[src/hdl/vtpg_pkg.sv]
// Shared types, constants and lookup functions for the test pattern generator.
// No dependencies; imported by every module of the block.
package vtpg_pkg;

    localparam int SPAN_W  = 13;     // width/height register width
    localparam int COORD_W = 12;
    localparam int FRAME_W = 32;
    localparam int CFG_IDX_W = 3;
    localparam int CFG_DATA_W = 13;
    localparam int RAMP_N_W = 20;    // coordinate times 255
    localparam int RAMP_STEPS = 8;   // one quotient bit per stage
    localparam int BCD_W = 16;       // last four decimal digits
    localparam int BCD_BITS_PER_STAGE = 4;

    localparam int DEF_MAX_WIDTH  = 4096;
    localparam int DEF_MAX_HEIGHT = 4096;

    // floor(x/7) == (x * RECIP7) >> RECIP7_SHIFT for any 13-bit x
    localparam logic [14:0] RECIP7 = 15'd18725;
    localparam int RECIP7_SHIFT = 17;

    localparam logic [7:0] WHITE_LEVEL = 8'd235;

    localparam logic [CFG_IDX_W-1:0] REG_PATTERN = 3'd0;
    localparam logic [CFG_IDX_W-1:0] REG_WIDTH   = 3'd1;
    localparam logic [CFG_IDX_W-1:0] REG_HEIGHT  = 3'd2;
    localparam logic [CFG_IDX_W-1:0] REG_SOLID_Y = 3'd3;
    localparam logic [CFG_IDX_W-1:0] REG_SOLID_U = 3'd4;
    localparam logic [CFG_IDX_W-1:0] REG_SOLID_V = 3'd5;

    localparam logic [1:0] PLANE_Y = 2'd0;
    localparam logic [1:0] PLANE_U = 2'd1;
    localparam logic [1:0] PLANE_V = 2'd2;

    localparam logic [1:0] PAT_SOLID    = 2'd0;
    localparam logic [1:0] PAT_BARS     = 2'd1;
    localparam logic [1:0] PAT_GRADIENT = 2'd2;
    localparam logic [1:0] PAT_COUNTER  = 2'd3;

    typedef struct packed {
        logic [1:0]          plane;
        logic [COORD_W-1:0]  col;
        logic [COORD_W-1:0]  row;
        logic                oob;
        logic                cnt_ok;
        logic [RAMP_N_W-1:0] ramp_rem;
        logic [SPAN_W-1:0]   ramp_div;
        logic [7:0]          ramp_q;
        logic [15:0]         bar_rem;
        logic [SPAN_W-1:0]   bar_bw;
        logic                bar_sat;
        logic [2:0]          bar_q;
        logic [BCD_W-1:0]    bcd;
        logic [FRAME_W-1:0]  frame;
    } vtpg_item_t;

    function automatic logic [7:0] bar_luma(input logic [2:0] b);
        case (b)
            3'd0: bar_luma = 8'd235;
            3'd1: bar_luma = 8'd219;
            3'd2: bar_luma = 8'd188;
            3'd3: bar_luma = 8'd173;
            3'd4: bar_luma = 8'd145;
            3'd5: bar_luma = 8'd113;
            default: bar_luma = 8'd16;
        endcase
    endfunction

    function automatic logic [7:0] bar_cb(input logic [2:0] b);
        case (b)
            3'd0: bar_cb = 8'd128;
            3'd1, 3'd2, 3'd3: bar_cb = 8'd0;
            3'd4, 3'd5: bar_cb = 8'd255;
            default: bar_cb = 8'd128;
        endcase
    endfunction

    function automatic logic [7:0] bar_cr(input logic [2:0] b);
        case (b)
            3'd0: bar_cr = 8'd128;
            3'd1: bar_cr = 8'd0;
            3'd2: bar_cr = 8'd255;
            3'd3: bar_cr = 8'd0;
            3'd4: bar_cr = 8'd255;
            3'd5: bar_cr = 8'd0;
            default: bar_cr = 8'd128;
        endcase
    endfunction

    function automatic logic [7:0] font_row(input logic [3:0] d, input logic [2:0] r);
        logic [63:0] g;
        case (d)
            4'd0: g = 64'h3E63737B6F673E00;
            4'd1: g = 64'h183818181818_7E00;
            4'd2: g = 64'h3E63030E1C387F00;
            4'd3: g = 64'h3E63031C03633E00;
            4'd4: g = 64'h060E1E36667F0600;
            4'd5: g = 64'h7F7F607E03633E00;
            4'd6: g = 64'h1C30607E63633E00;
            4'd7: g = 64'h7F6303060C181800;
            4'd8: g = 64'h3E63633E63633E00;
            4'd9: g = 64'h3E63633F03063800;
            default: g = 64'h0;
        endcase
        font_row = g[8*(7-r) +: 8];
    endfunction

endpackage

[src/hdl/vtpg_entry.sv]
// Input stage: plane geometry, bounds check and divider setup.
// Depends on vtpg_pkg.
module vtpg_entry #(
    parameter int MAX_WIDTH  = vtpg_pkg::DEF_MAX_WIDTH,
    parameter int MAX_HEIGHT = vtpg_pkg::DEF_MAX_HEIGHT
) (
    input  logic                          aclk,
    input  logic                          aresetn,
    input  logic                          in_valid,
    output logic                          in_ready,
    input  logic [1:0]                    plane_select,
    input  logic [vtpg_pkg::COORD_W-1:0]  column,
    input  logic [vtpg_pkg::COORD_W-1:0]  line,
    input  logic [vtpg_pkg::FRAME_W-1:0]  frame_number,
    input  logic [vtpg_pkg::SPAN_W-1:0]   frame_width,
    input  logic [vtpg_pkg::SPAN_W-1:0]   frame_height,
    output logic                          out_valid,
    input  logic                          out_ready,
    output vtpg_pkg::vtpg_item_t          out_item
);
    import vtpg_pkg::*;

    localparam logic [SPAN_W-1:0] WMAX =
        (MAX_WIDTH > 8191) ? 13'd8191 : SPAN_W'(MAX_WIDTH);
    localparam logic [SPAN_W-1:0] HMAX =
        (MAX_HEIGHT > 8191) ? 13'd8191 : SPAN_W'(MAX_HEIGHT);

    logic              valid_reg, valid_next;
    vtpg_item_t        item_reg, item_next;
    logic [SPAN_W-1:0] w, h, pw, ph, rspan, bw_raw;
    logic [COORD_W-1:0] rpos;
    logic [27:0]       bw_prod;

    assign in_ready = !valid_reg || out_ready;

    always_comb begin
        w = (frame_width > WMAX) ? WMAX : frame_width;
        h = (frame_height > HMAX) ? HMAX : frame_height;
        pw = (plane_select == PLANE_Y) ? w : {1'b0, w[SPAN_W-1:1]};
        ph = (plane_select == PLANE_Y) ? h : {1'b0, h[SPAN_W-1:1]};
        rpos = (plane_select == PLANE_V) ? line : column;
        rspan = (plane_select == PLANE_V) ? ph : pw;
        bw_prod = 28'(pw) * 28'(RECIP7);
        bw_raw = SPAN_W'(bw_prod >> RECIP7_SHIFT);

        item_next = '0;
        item_next.plane = plane_select;
        item_next.col = column;
        item_next.row = line;
        item_next.oob = (plane_select > PLANE_V) || ({1'b0, column} >= pw)
                        || ({1'b0, line} >= ph);
        item_next.cnt_ok = (w >= 13'd32) && (h >= 13'd8) && (column < 12'd64)
                           && (line < 12'd16) && (plane_select == PLANE_Y);
        item_next.ramp_rem = {rpos, 8'd0} - {8'd0, rpos};
        item_next.ramp_div = (rspan > 13'd1) ? rspan - 13'd1 : 13'd1;
        item_next.bar_rem = {4'd0, column};
        item_next.bar_bw = (bw_raw == '0) ? 13'd1 : bw_raw;
        item_next.frame = frame_number;
    end

    always_comb begin
        valid_next = valid_reg;
        if (in_ready) valid_next = in_valid;
    end

    always_ff @(posedge aclk) begin
        if (!aresetn) begin
            valid_reg <= 1'b0;
        end else begin
            valid_reg <= valid_next;
        end
        if (in_ready && in_valid) item_reg <= item_next;
    end

    assign out_valid = valid_reg;
    assign out_item = item_reg;

endmodule

[src/hdl/vtpg_stage.sv]
// One divider/BCD stage: a ramp quotient bit, a bar index step in stages 0-3 and
// four double-dabble shifts of the frame number. Depends on vtpg_pkg.
module vtpg_stage #(
    parameter int IDX = 0
) (
    input  logic                 aclk,
    input  logic                 aresetn,
    input  logic                 in_valid,
    output logic                 in_ready,
    input  vtpg_pkg::vtpg_item_t in_item,
    output logic                 out_valid,
    input  logic                 out_ready,
    output vtpg_pkg::vtpg_item_t out_item
);
    import vtpg_pkg::*;

    localparam int RBIT = RAMP_STEPS - 1 - IDX;
    // bar quotient bit handled here; only stages one to three use it
    localparam int QBIT = (IDX >= 1 && IDX <= 3) ? 3 - IDX : 0;

    logic        valid_reg, valid_next;
    vtpg_item_t  item_reg, item_next;
    logic [RAMP_N_W:0] rdiv;
    logic [15:0] bdiv;

    assign in_ready = !valid_reg || out_ready;

    always_comb begin
        item_next = in_item;
        // ramp: restoring division, quotient bit RBIT
        rdiv = (RAMP_N_W + 1)'(in_item.ramp_div) << RBIT;
        if ({1'b0, in_item.ramp_rem} >= rdiv) begin
            item_next.ramp_rem = in_item.ramp_rem - rdiv[RAMP_N_W-1:0];
            item_next.ramp_q[RBIT] = 1'b1;
        end
        // bars: saturation check, then three quotient bits
        bdiv = 16'(in_item.bar_bw);
        if (IDX == 0) begin
            item_next.bar_sat = in_item.bar_rem >= ((bdiv << 3) - bdiv);
        end else if (IDX <= 3) begin
            bdiv = bdiv << QBIT;
            if (in_item.bar_rem >= bdiv) begin
                item_next.bar_rem = in_item.bar_rem - bdiv;
                item_next.bar_q[QBIT] = 1'b1;
            end
        end
        // keep only the low four BCD digits; carries only move upward
        for (int j = 0; j < BCD_BITS_PER_STAGE; j++) begin
            for (int k = 0; k < 4; k++) begin
                if (item_next.bcd[4*k +: 4] >= 4'd5)
                    item_next.bcd[4*k +: 4] = item_next.bcd[4*k +: 4] + 4'd3;
            end
            item_next.bcd = {item_next.bcd[BCD_W-2:0], item_next.frame[FRAME_W-1]};
            item_next.frame = {item_next.frame[FRAME_W-2:0], 1'b0};
        end
    end

    always_comb begin
        valid_next = valid_reg;
        if (in_ready) valid_next = in_valid;
    end

    always_ff @(posedge aclk) begin
        if (!aresetn) begin
            valid_reg <= 1'b0;
        end else begin
            valid_reg <= valid_next;
        end
        if (in_ready && in_valid) item_reg <= item_next;
    end

    assign out_valid = valid_reg;
    assign out_item = item_reg;

endmodule

[src/hdl/vtpg_out.sv]
// Output stage: pattern select, counter overlay and result register.
// Depends on vtpg_pkg.
module vtpg_out (
    input  logic                 aclk,
    input  logic                 aresetn,
    input  logic                 in_valid,
    output logic                 in_ready,
    input  vtpg_pkg::vtpg_item_t in_item,
    input  logic [1:0]           pattern_select,
    input  logic [7:0]           solid_luma,
    input  logic [7:0]           solid_cb,
    input  logic [7:0]           solid_cr,
    output logic                 out_valid,
    input  logic                 out_ready,
    output logic [7:0]           sample_value,
    output logic                 out_of_plane
);
    import vtpg_pkg::*;

    logic       valid_reg, valid_next;
    logic [7:0] sample_reg, sample_next;
    logic       oob_reg;
    logic [2:0] bidx;
    logic [3:0] digit;
    logic [7:0] glyph;
    logic       lit;

    assign in_ready = !valid_reg || out_ready;

    always_comb begin
        bidx = in_item.bar_sat ? 3'd6 : in_item.bar_q;
        case (in_item.col[5:4])
            2'd0: digit = in_item.bcd[15:12];
            2'd1: digit = in_item.bcd[11:8];
            2'd2: digit = in_item.bcd[7:4];
            default: digit = in_item.bcd[3:0];
        endcase
        glyph = font_row(digit, in_item.row[3:1]);
        lit = in_item.cnt_ok && glyph[3'd7 - in_item.col[3:1]];

        case (pattern_select)
            PAT_SOLID:
                sample_next = (in_item.plane == PLANE_Y) ? solid_luma :
                              (in_item.plane == PLANE_U) ? solid_cb : solid_cr;
            PAT_BARS:
                sample_next = (in_item.plane == PLANE_Y) ? bar_luma(bidx) :
                              (in_item.plane == PLANE_U) ? bar_cb(bidx) : bar_cr(bidx);
            default:
                sample_next = (pattern_select == PAT_COUNTER && lit) ? WHITE_LEVEL
                                                                     : in_item.ramp_q;
        endcase
        if (in_item.oob) sample_next = 8'd0;
    end

    always_comb begin
        valid_next = valid_reg;
        if (in_ready) valid_next = in_valid;
    end

    always_ff @(posedge aclk) begin
        if (!aresetn) begin
            valid_reg <= 1'b0;
        end else begin
            valid_reg <= valid_next;
        end
        if (in_ready && in_valid) begin
            sample_reg <= sample_next;
            oob_reg <= in_item.oob;
        end
    end

    assign out_valid = valid_reg;
    assign sample_value = sample_reg;
    assign out_of_plane = oob_reg;

endmodule

[src/hdl/video_test_pattern_generator.sv]
// YUV420 test pattern sample source, one sample per transaction.
// Each transaction passes through the entry register, 8 divider/BCD stages and the
// output register; throughput one transaction per cycle while m_ready is not held low.
// The 8 stages carry one ramp quotient bit and four BCD shifts each.
// Synchronous active-low reset clears all valid bits and the configuration registers; data registers are not reset.
module video_test_pattern_generator #(
    parameter int MAX_WIDTH  = vtpg_pkg::DEF_MAX_WIDTH,
    parameter int MAX_HEIGHT = vtpg_pkg::DEF_MAX_HEIGHT
) (
    input  logic                              aclk,
    input  logic                              aresetn,
    input  logic                              cfg_wr_en,
    input  logic [vtpg_pkg::CFG_IDX_W-1:0]    cfg_index,
    input  logic [vtpg_pkg::CFG_DATA_W-1:0]   cfg_wdata,
    input  logic                              s_valid,
    output logic                              s_ready,
    input  logic [1:0]                        s_plane_select,
    input  logic [vtpg_pkg::COORD_W-1:0]      s_column,
    input  logic [vtpg_pkg::COORD_W-1:0]      s_line,
    input  logic [vtpg_pkg::FRAME_W-1:0]      s_frame_number,
    output logic                              m_valid,
    input  logic                              m_ready,
    output logic [7:0]                        m_sample_value,
    output logic                              m_out_of_plane
);
    import vtpg_pkg::*;

    logic [1:0]        pattern_reg;
    logic [SPAN_W-1:0] width_reg, height_reg;
    logic [7:0]        solid_y_reg, solid_u_reg, solid_v_reg;

    logic       v   [RAMP_STEPS+1];
    logic       r   [RAMP_STEPS+1];
    vtpg_item_t it  [RAMP_STEPS+1];

    always_ff @(posedge aclk) begin
        if (!aresetn) begin
            pattern_reg <= PAT_SOLID;
            width_reg   <= 13'd640;
            height_reg  <= 13'd480;
            solid_y_reg <= 8'd16;
            solid_u_reg <= 8'd128;
            solid_v_reg <= 8'd128;
        end else if (cfg_wr_en) begin
            unique case (cfg_index)
                REG_PATTERN: pattern_reg <= cfg_wdata[1:0];
                REG_WIDTH:   width_reg   <= cfg_wdata;
                REG_HEIGHT:  height_reg  <= cfg_wdata;
                REG_SOLID_Y: solid_y_reg <= cfg_wdata[7:0];
                REG_SOLID_U: solid_u_reg <= cfg_wdata[7:0];
                REG_SOLID_V: solid_v_reg <= cfg_wdata[7:0];
                default: ;
            endcase
        end
    end

    vtpg_entry #(.MAX_WIDTH(MAX_WIDTH), .MAX_HEIGHT(MAX_HEIGHT)) u_entry (
        .aclk(aclk), .aresetn(aresetn),
        .in_valid(s_valid), .in_ready(s_ready),
        .plane_select(s_plane_select), .column(s_column), .line(s_line),
        .frame_number(s_frame_number),
        .frame_width(width_reg), .frame_height(height_reg),
        .out_valid(v[0]), .out_ready(r[0]), .out_item(it[0])
    );

    for (genvar g = 0; g < RAMP_STEPS; g++) begin : g_stage
        vtpg_stage #(.IDX(g)) u_stage (
            .aclk(aclk), .aresetn(aresetn),
            .in_valid(v[g]), .in_ready(r[g]), .in_item(it[g]),
            .out_valid(v[g+1]), .out_ready(r[g+1]), .out_item(it[g+1])
        );
    end

    vtpg_out u_out (
        .aclk(aclk), .aresetn(aresetn),
        .in_valid(v[RAMP_STEPS]), .in_ready(r[RAMP_STEPS]), .in_item(it[RAMP_STEPS]),
        .pattern_select(pattern_reg),
        .solid_luma(solid_y_reg), .solid_cb(solid_u_reg), .solid_cr(solid_v_reg),
        .out_valid(m_valid), .out_ready(m_ready),
        .sample_value(m_sample_value), .out_of_plane(m_out_of_plane)
    );

`ifndef SYNTH
    a_oob_zero: assert property (@(posedge aclk) disable iff (!aresetn)
        m_valid && m_out_of_plane |-> m_sample_value == 8'd0)
        else $error("out-of-plane result with nonzero sample");
    a_empty_ready: assert property (@(posedge aclk) disable iff (!aresetn)
        !m_valid |-> s_ready)
        else $error("input stalled while output stage empty");
    a_reset_empty: assert property (@(posedge aclk)
        $past(!aresetn) |-> !m_valid)
        else $error("result valid right after reset");
`endif

endmodule

[config.mk]
export PLATFORM = sky130hd
export DESIGN_NAME = video_test_pattern_generator
export DESIGN_NICKNAME = d
export VERILOG_FILES = /design/src/hdl/vtpg_pkg.sv /design/src/hdl/vtpg_entry.sv /design/src/hdl/vtpg_stage.sv /design/src/hdl/vtpg_out.sv /design/src/hdl/video_test_pattern_generator.sv
export SDC_FILE = /design/constraint.sdc
export NUM_CORES = 2
export LEC_CHECK = 0
export BUFFER_PORTS_ARGS = -buffer_cell sky130_fd_sc_hd__buf_2
export CORE_MARGIN = 2
export CORE_UTILIZATION = 36
export DETAILED_ROUTE_END_ITERATION = 6
export HOLD_SLACK_MARGIN = 0.1
export PLACE_DENSITY = 0.5
export SETUP_SLACK_MARGIN = 0.1
export SYNTH_ARGS = -nofsm -noshare
export SYNTH_HDL_FRONTEND = slang
export SYNTH_SLANG_ARGS = --single-unit
[constraint.sdc]
create_clock -name aclk -period 15.2 [get_ports aclk]
set_input_delay 3.04 -clock aclk [delete_from_list [all_inputs] [get_ports aclk]]
set_output_delay 3.04 -clock aclk [all_outputs]
set_load 0.02 [all_outputs]
==> impl_results.md <==
* Result of the run: finished, final reports clean
* Number of buffers created by CTS at 97
* Worst clock skew on the final layout at 0.0290 ns
* Worst-case setup margin in the final layout at 6.08 ns
* Cell count after synthesis at 4359
* Met2 routing resource usage after global routing at 23.9%
* Pre-CTS setup slack at 5.28 ns
* Fraction of registers with async set or reset after synthesis at 0%
* Cell breakdown of the critical path: buf_2 > or2_1 > nand2_1 > a21oi_1 > ha_1 > ha_1 > inv_1 > fa_1 > fa_1 > fa_1 > inv_1 > ha_1 > and3_1 > a221o_1 > o21ai_1 > a211oi_4 > o31ai_2 > o21ai_0 > xor2_1 > or4_1 > o31ai_2
* Fill cells at 12900
* Top cell type by total area after synthesis: sky130_fd_sc_hd__edfxtp_1
* Global-route met3 utilization at 1.91%
* Synthesis-to-layout area growth at 12.0%
* Number of sinks handled by clock tree synthesis at 848
* Iteration-0 DRC Markers at 1688
* Core ar. at 135000 um2
* Total number of vias at 30700
* Ranking of synthesized cells by area: sky130_fd_sc_hd__edfxtp_1 48%, sky130_fd_sc_hd__ha_1 12%, sky130_fd_sc_hd__inv_1 3.5%, sky130_fd_sc_hd__a21oi_1 3.1%, sky130_fd_sc_hd__xnor2_1 3.0%
* Reg2Reg Depth at 20
* Critical path class: input pin to register
* Post-Synthesis Mean Instance Area at 11.2 um2
* Top Usage Layer GRT: met2
* Worst max-slew margin expressed relative to the limit at 31.2%
* CTS tree: done
* Detailed placer's ending HPWL at 73.7 mm
* Most used standard cells in the synthesized netlist: 786 x sky130_fd_sc_hd__edfxtp_1, 467 x sky130_fd_sc_hd__ha_1, 459 x sky130_fd_sc_hd__inv_1, 361 x sky130_fd_sc_hd__nand2_1, 307 x sky130_fd_sc_hd__a21oi_1
* Count of hold buffers inserted by post-cts repair at 0
* Maximum vdd ir drop at 90.1 uV
* Placer congestion estimate at 0.828
* Non-Filler Cell Area, Final at 54800 um2
* DR vias/cell at 4.82
* Area enclosed by the die boundary at 139000 um2
* Maximum Capacitance Violations at 0
* Initial core utilization at 36.2%
* Layout cell share with drive strength beyond 1 at 8.72%
* Post-synthesis register bit count at 848
* Worst-path maximum fanout at 25
* WP data required at 15.72 ns
* Slew Viols, Final at 0
* Width of the die at 373 um
* Met1 track demand over resource at 19.1%
* All-Layer GR Usage at 14.3%
* Sort of element at the end of the critical path: register
* Antenna violations before repair at 8
* Largest net degree at the start of global routing at 80
* Reg-to-reg critical path startpoint: width_reg[8]$_SDFFE_PN0P_
* Proportion of synthesized chip area in sequential cells at 50.8%
* Setup repair after global routing missed its margin: false
* Critical path endpoint: u_entry.out_item[52]$_SDFFCE_PN1P_
* Share of the clock period used by the worst path after layout at 60.0%
* Clock-pin slew reported for the worst setup and hold paths after clock tree synthesis at 0.06 ns
* Number of top-level design ports at 90
* Final hold violation count at 0
* Post CTS Setup Buffer Count at 0
* Stage delay of the slowest cell on the critical path at 0.77 ns
* Register-to-Register Setup Slack at 8.39 ns
* Row Count at 135
* Area used by sequential logic in the layout at 24800 um2
* Via count of the first global-routing pass at 30700
* Final antenna-violating net count at 0
* Data arrival time of the worst path at 9.65 ns
* Global-route wire length before repair at 160 mm
* Net total in the final layout at 5085
* # H-tree levels at 3
* Power Density at 103 nW/um2
* CTS root buffer: sky130_fd_sc_hd__clkbuf_16
* Maximum clock rate at 110 MHz
* Total of warnings raised by yosys at 0
* Total of endpoints with negative setup slack in the final report at 0
* Number of enable-type register cells in the synthesized netlist at 786
* Synth cell types at 83
* Number of I/O port buffers at 89
* Resized cells post-CTS at 0
* Wire length reported by the detailed router at 97.2 mm
* Yosys top cell area share at 48.3%
* Critical Path Source Type: input pin
* Dominant register cell in the synthesized netlist: sky130_fd_sc_hd__edfxtp_1
* Worst slack on hold paths at 0.414 ns
* Worst setup path startpoint: s_plane_select[0]
* Slowest cell on the critical path: sky130_fd_sc_hd__or2_1
* Flip-flop count of the largest register after layout at 682
* First-pass DRT Iterations at 5
* Static Leak at 21.8 nW
* Cell with the most instances after synthesis: sky130_fd_sc_hd__edfxtp_1
* Deepest clock path buffer count at 3
* Critical R2R Capture: u_entry.out_item[52]$_SDFFCE_PN1P_
* DRC violations left at 0
* Area of combinational cells with multiple inputs at 22100 um2
* WL/cell at 15.3 um
* Slew at the pin closest to its max-slew limit at 1.03 ns
* Congestion Overflow GR at 0
* Area of the mapped netlist at 48900 um2
* Total nets after synthesis at 4939
* Fin crit period at 9.12 ns
* Final TNS setup at 0 ns
* Clock latency of the later-clocked register in the worst-skew pair at 0.69 ns
* Die extent in y at 373 um
* Worst hold path class: register to register
* Placed Area at 51600 um2
## power by group
group,internal [mW],leakage (nW),switching (mW)
clock network,1.36,1.56,0.939
logic,0.303,12.6,0.396
registers,2.63,7.67,0.0387
total,4.29,21.8,1.37
## worst max-delay path: cells and delay by family
kind	cells	cell delay [ns]
and+or+nand+nor	4	1.63
adders and majority gates	6	2.40
AOI/OAI and AO/OA	7	2.02
xor gates and xnor gates	1	0.19
buffers and inverters	3	0.34
## cells by family (layout without fill, tap and decap cells)
logic type                 after synthesis  in the layout  synth area share [%]
adders and majority gates              501            501                  13.3
AOI/OAI and AO/OA                      906            906                  11.3
and+or+nand+nor                       1115           1115                  11.3
DFF                                    848            848                  50.8
muxes                                  226            226                  4.96
other                                    0              4                     0
xor gates and xnor gates               232            232                  4.15
buffers and inverters                  531            758                  4.14
## final cells by class
cell class	count	area share, %
Tap cell	1781	4.07
Inverter	463	3.17
Antenna cell	4	0.0183
Clock buffer	111	4.72
Clock inverter	69	1.07
Sequential cell	848	45.4
Timing Repair Buffer	115	1.17
Multi-Input combinational cell	2980	40.4
## how the worst min path moves through the flow
stage	slack (ns)	cells past startpoint	startpoint	endpoint
3_3_place_gp	0.40	0	g_stage[5].u_stage.out_item[138]$_DFFE_PP_	g_stage[6].u_stage.out_item[138]$_DFFE_PP_
4_1_cts	0.41	0	g_stage[5].u_stage.out_item[125]$_DFFE_PP_	g_stage[6].u_stage.out_item[125]$_DFFE_PP_
2_1_floorplan	0.40	0	u_entry.out_item[6]$_DFFE_PP_	g_stage[0].u_stage.out_item[10]$_DFFE_PP_
3_5_place_dp	0.40	0	g_stage[0].u_stage.out_item[88]$_SDFFCE_PN1P_	g_stage[1].u_stage.out_item[88]$_DFFE_PP_
6_report	0.41	0	g_stage[6].u_stage.out_item[88]$_DFFE_PP_	g_stage[7].u_stage.out_item[88]$_DFFE_PP_
5_1_grt	0.42	0	g_stage[5].u_stage.out_item[125]$_DFFE_PP_	g_stage[6].u_stage.out_item[125]$_DFFE_PP_
## cells in the final DEF (no fill, tap or decap), types with 20 or more instances in the layout
master,n
sky130_fd_sc_hd__clkbuf_16,101
sky130_fd_sc_hd__o21a_1,42
sky130_fd_sc_hd__edfxtp_1,786
sky130_fd_sc_hd__nand2_1,361
sky130_fd_sc_hd__a31oi_1,28
sky130_fd_sc_hd__clkinv_1,25
sky130_fd_sc_hd__inv_1,459
sky130_fd_sc_hd__nor2_1,243
sky130_fd_sc_hd__buf_2,89
sky130_fd_sc_hd__nand3_1,45
sky130_fd_sc_hd__mux2i_1,135
sky130_fd_sc_hd__o21ai_1,20
sky130_fd_sc_hd__nor4_1,24
sky130_fd_sc_hd__ha_1,467
sky130_fd_sc_hd__o21ai_0,204
sky130_fd_sc_hd__a21o_1,73
sky130_fd_sc_hd__nand2b_1,97
sky130_fd_sc_hd__fa_1,34
sky130_fd_sc_hd__xor2_1,66
sky130_fd_sc_hd__xnor2_1,166
sky130_fd_sc_hd__a21oi_1,307
sky130_fd_sc_hd__nor3b_1,57
sky130_fd_sc_hd__dfxtp_1,62
sky130_fd_sc_hd__a21boi_0,78
sky130_fd_sc_hd__nor2b_1,98
sky130_fd_sc_hd__clkinv_2,22
sky130_fd_sc_hd__a211oi_1,21
sky130_fd_sc_hd__mux2_2,86
sky130_fd_sc_hd__nor3_1,62
sky130_fd_sc_hd__buf_4,26
## metrics by stage
stage,power [mW],util (%),std cells
global route,5.96,40.5,6370
CTS,5.76,40.5,6367
floorplan,3.26,-,4359
finish,5.66,40.5,6371
detailed placement,3.42,38.2,6187
global placement,3.41,38.2,6187
## layer usage
metal  part of all wire [%]  wire length (um)
met3                    4.2              4050
met5                 0.0072                 7
met1                     47             45700
met4                    2.3              2280
met2                     46             45200
Power figures use the tool's default switching activity.
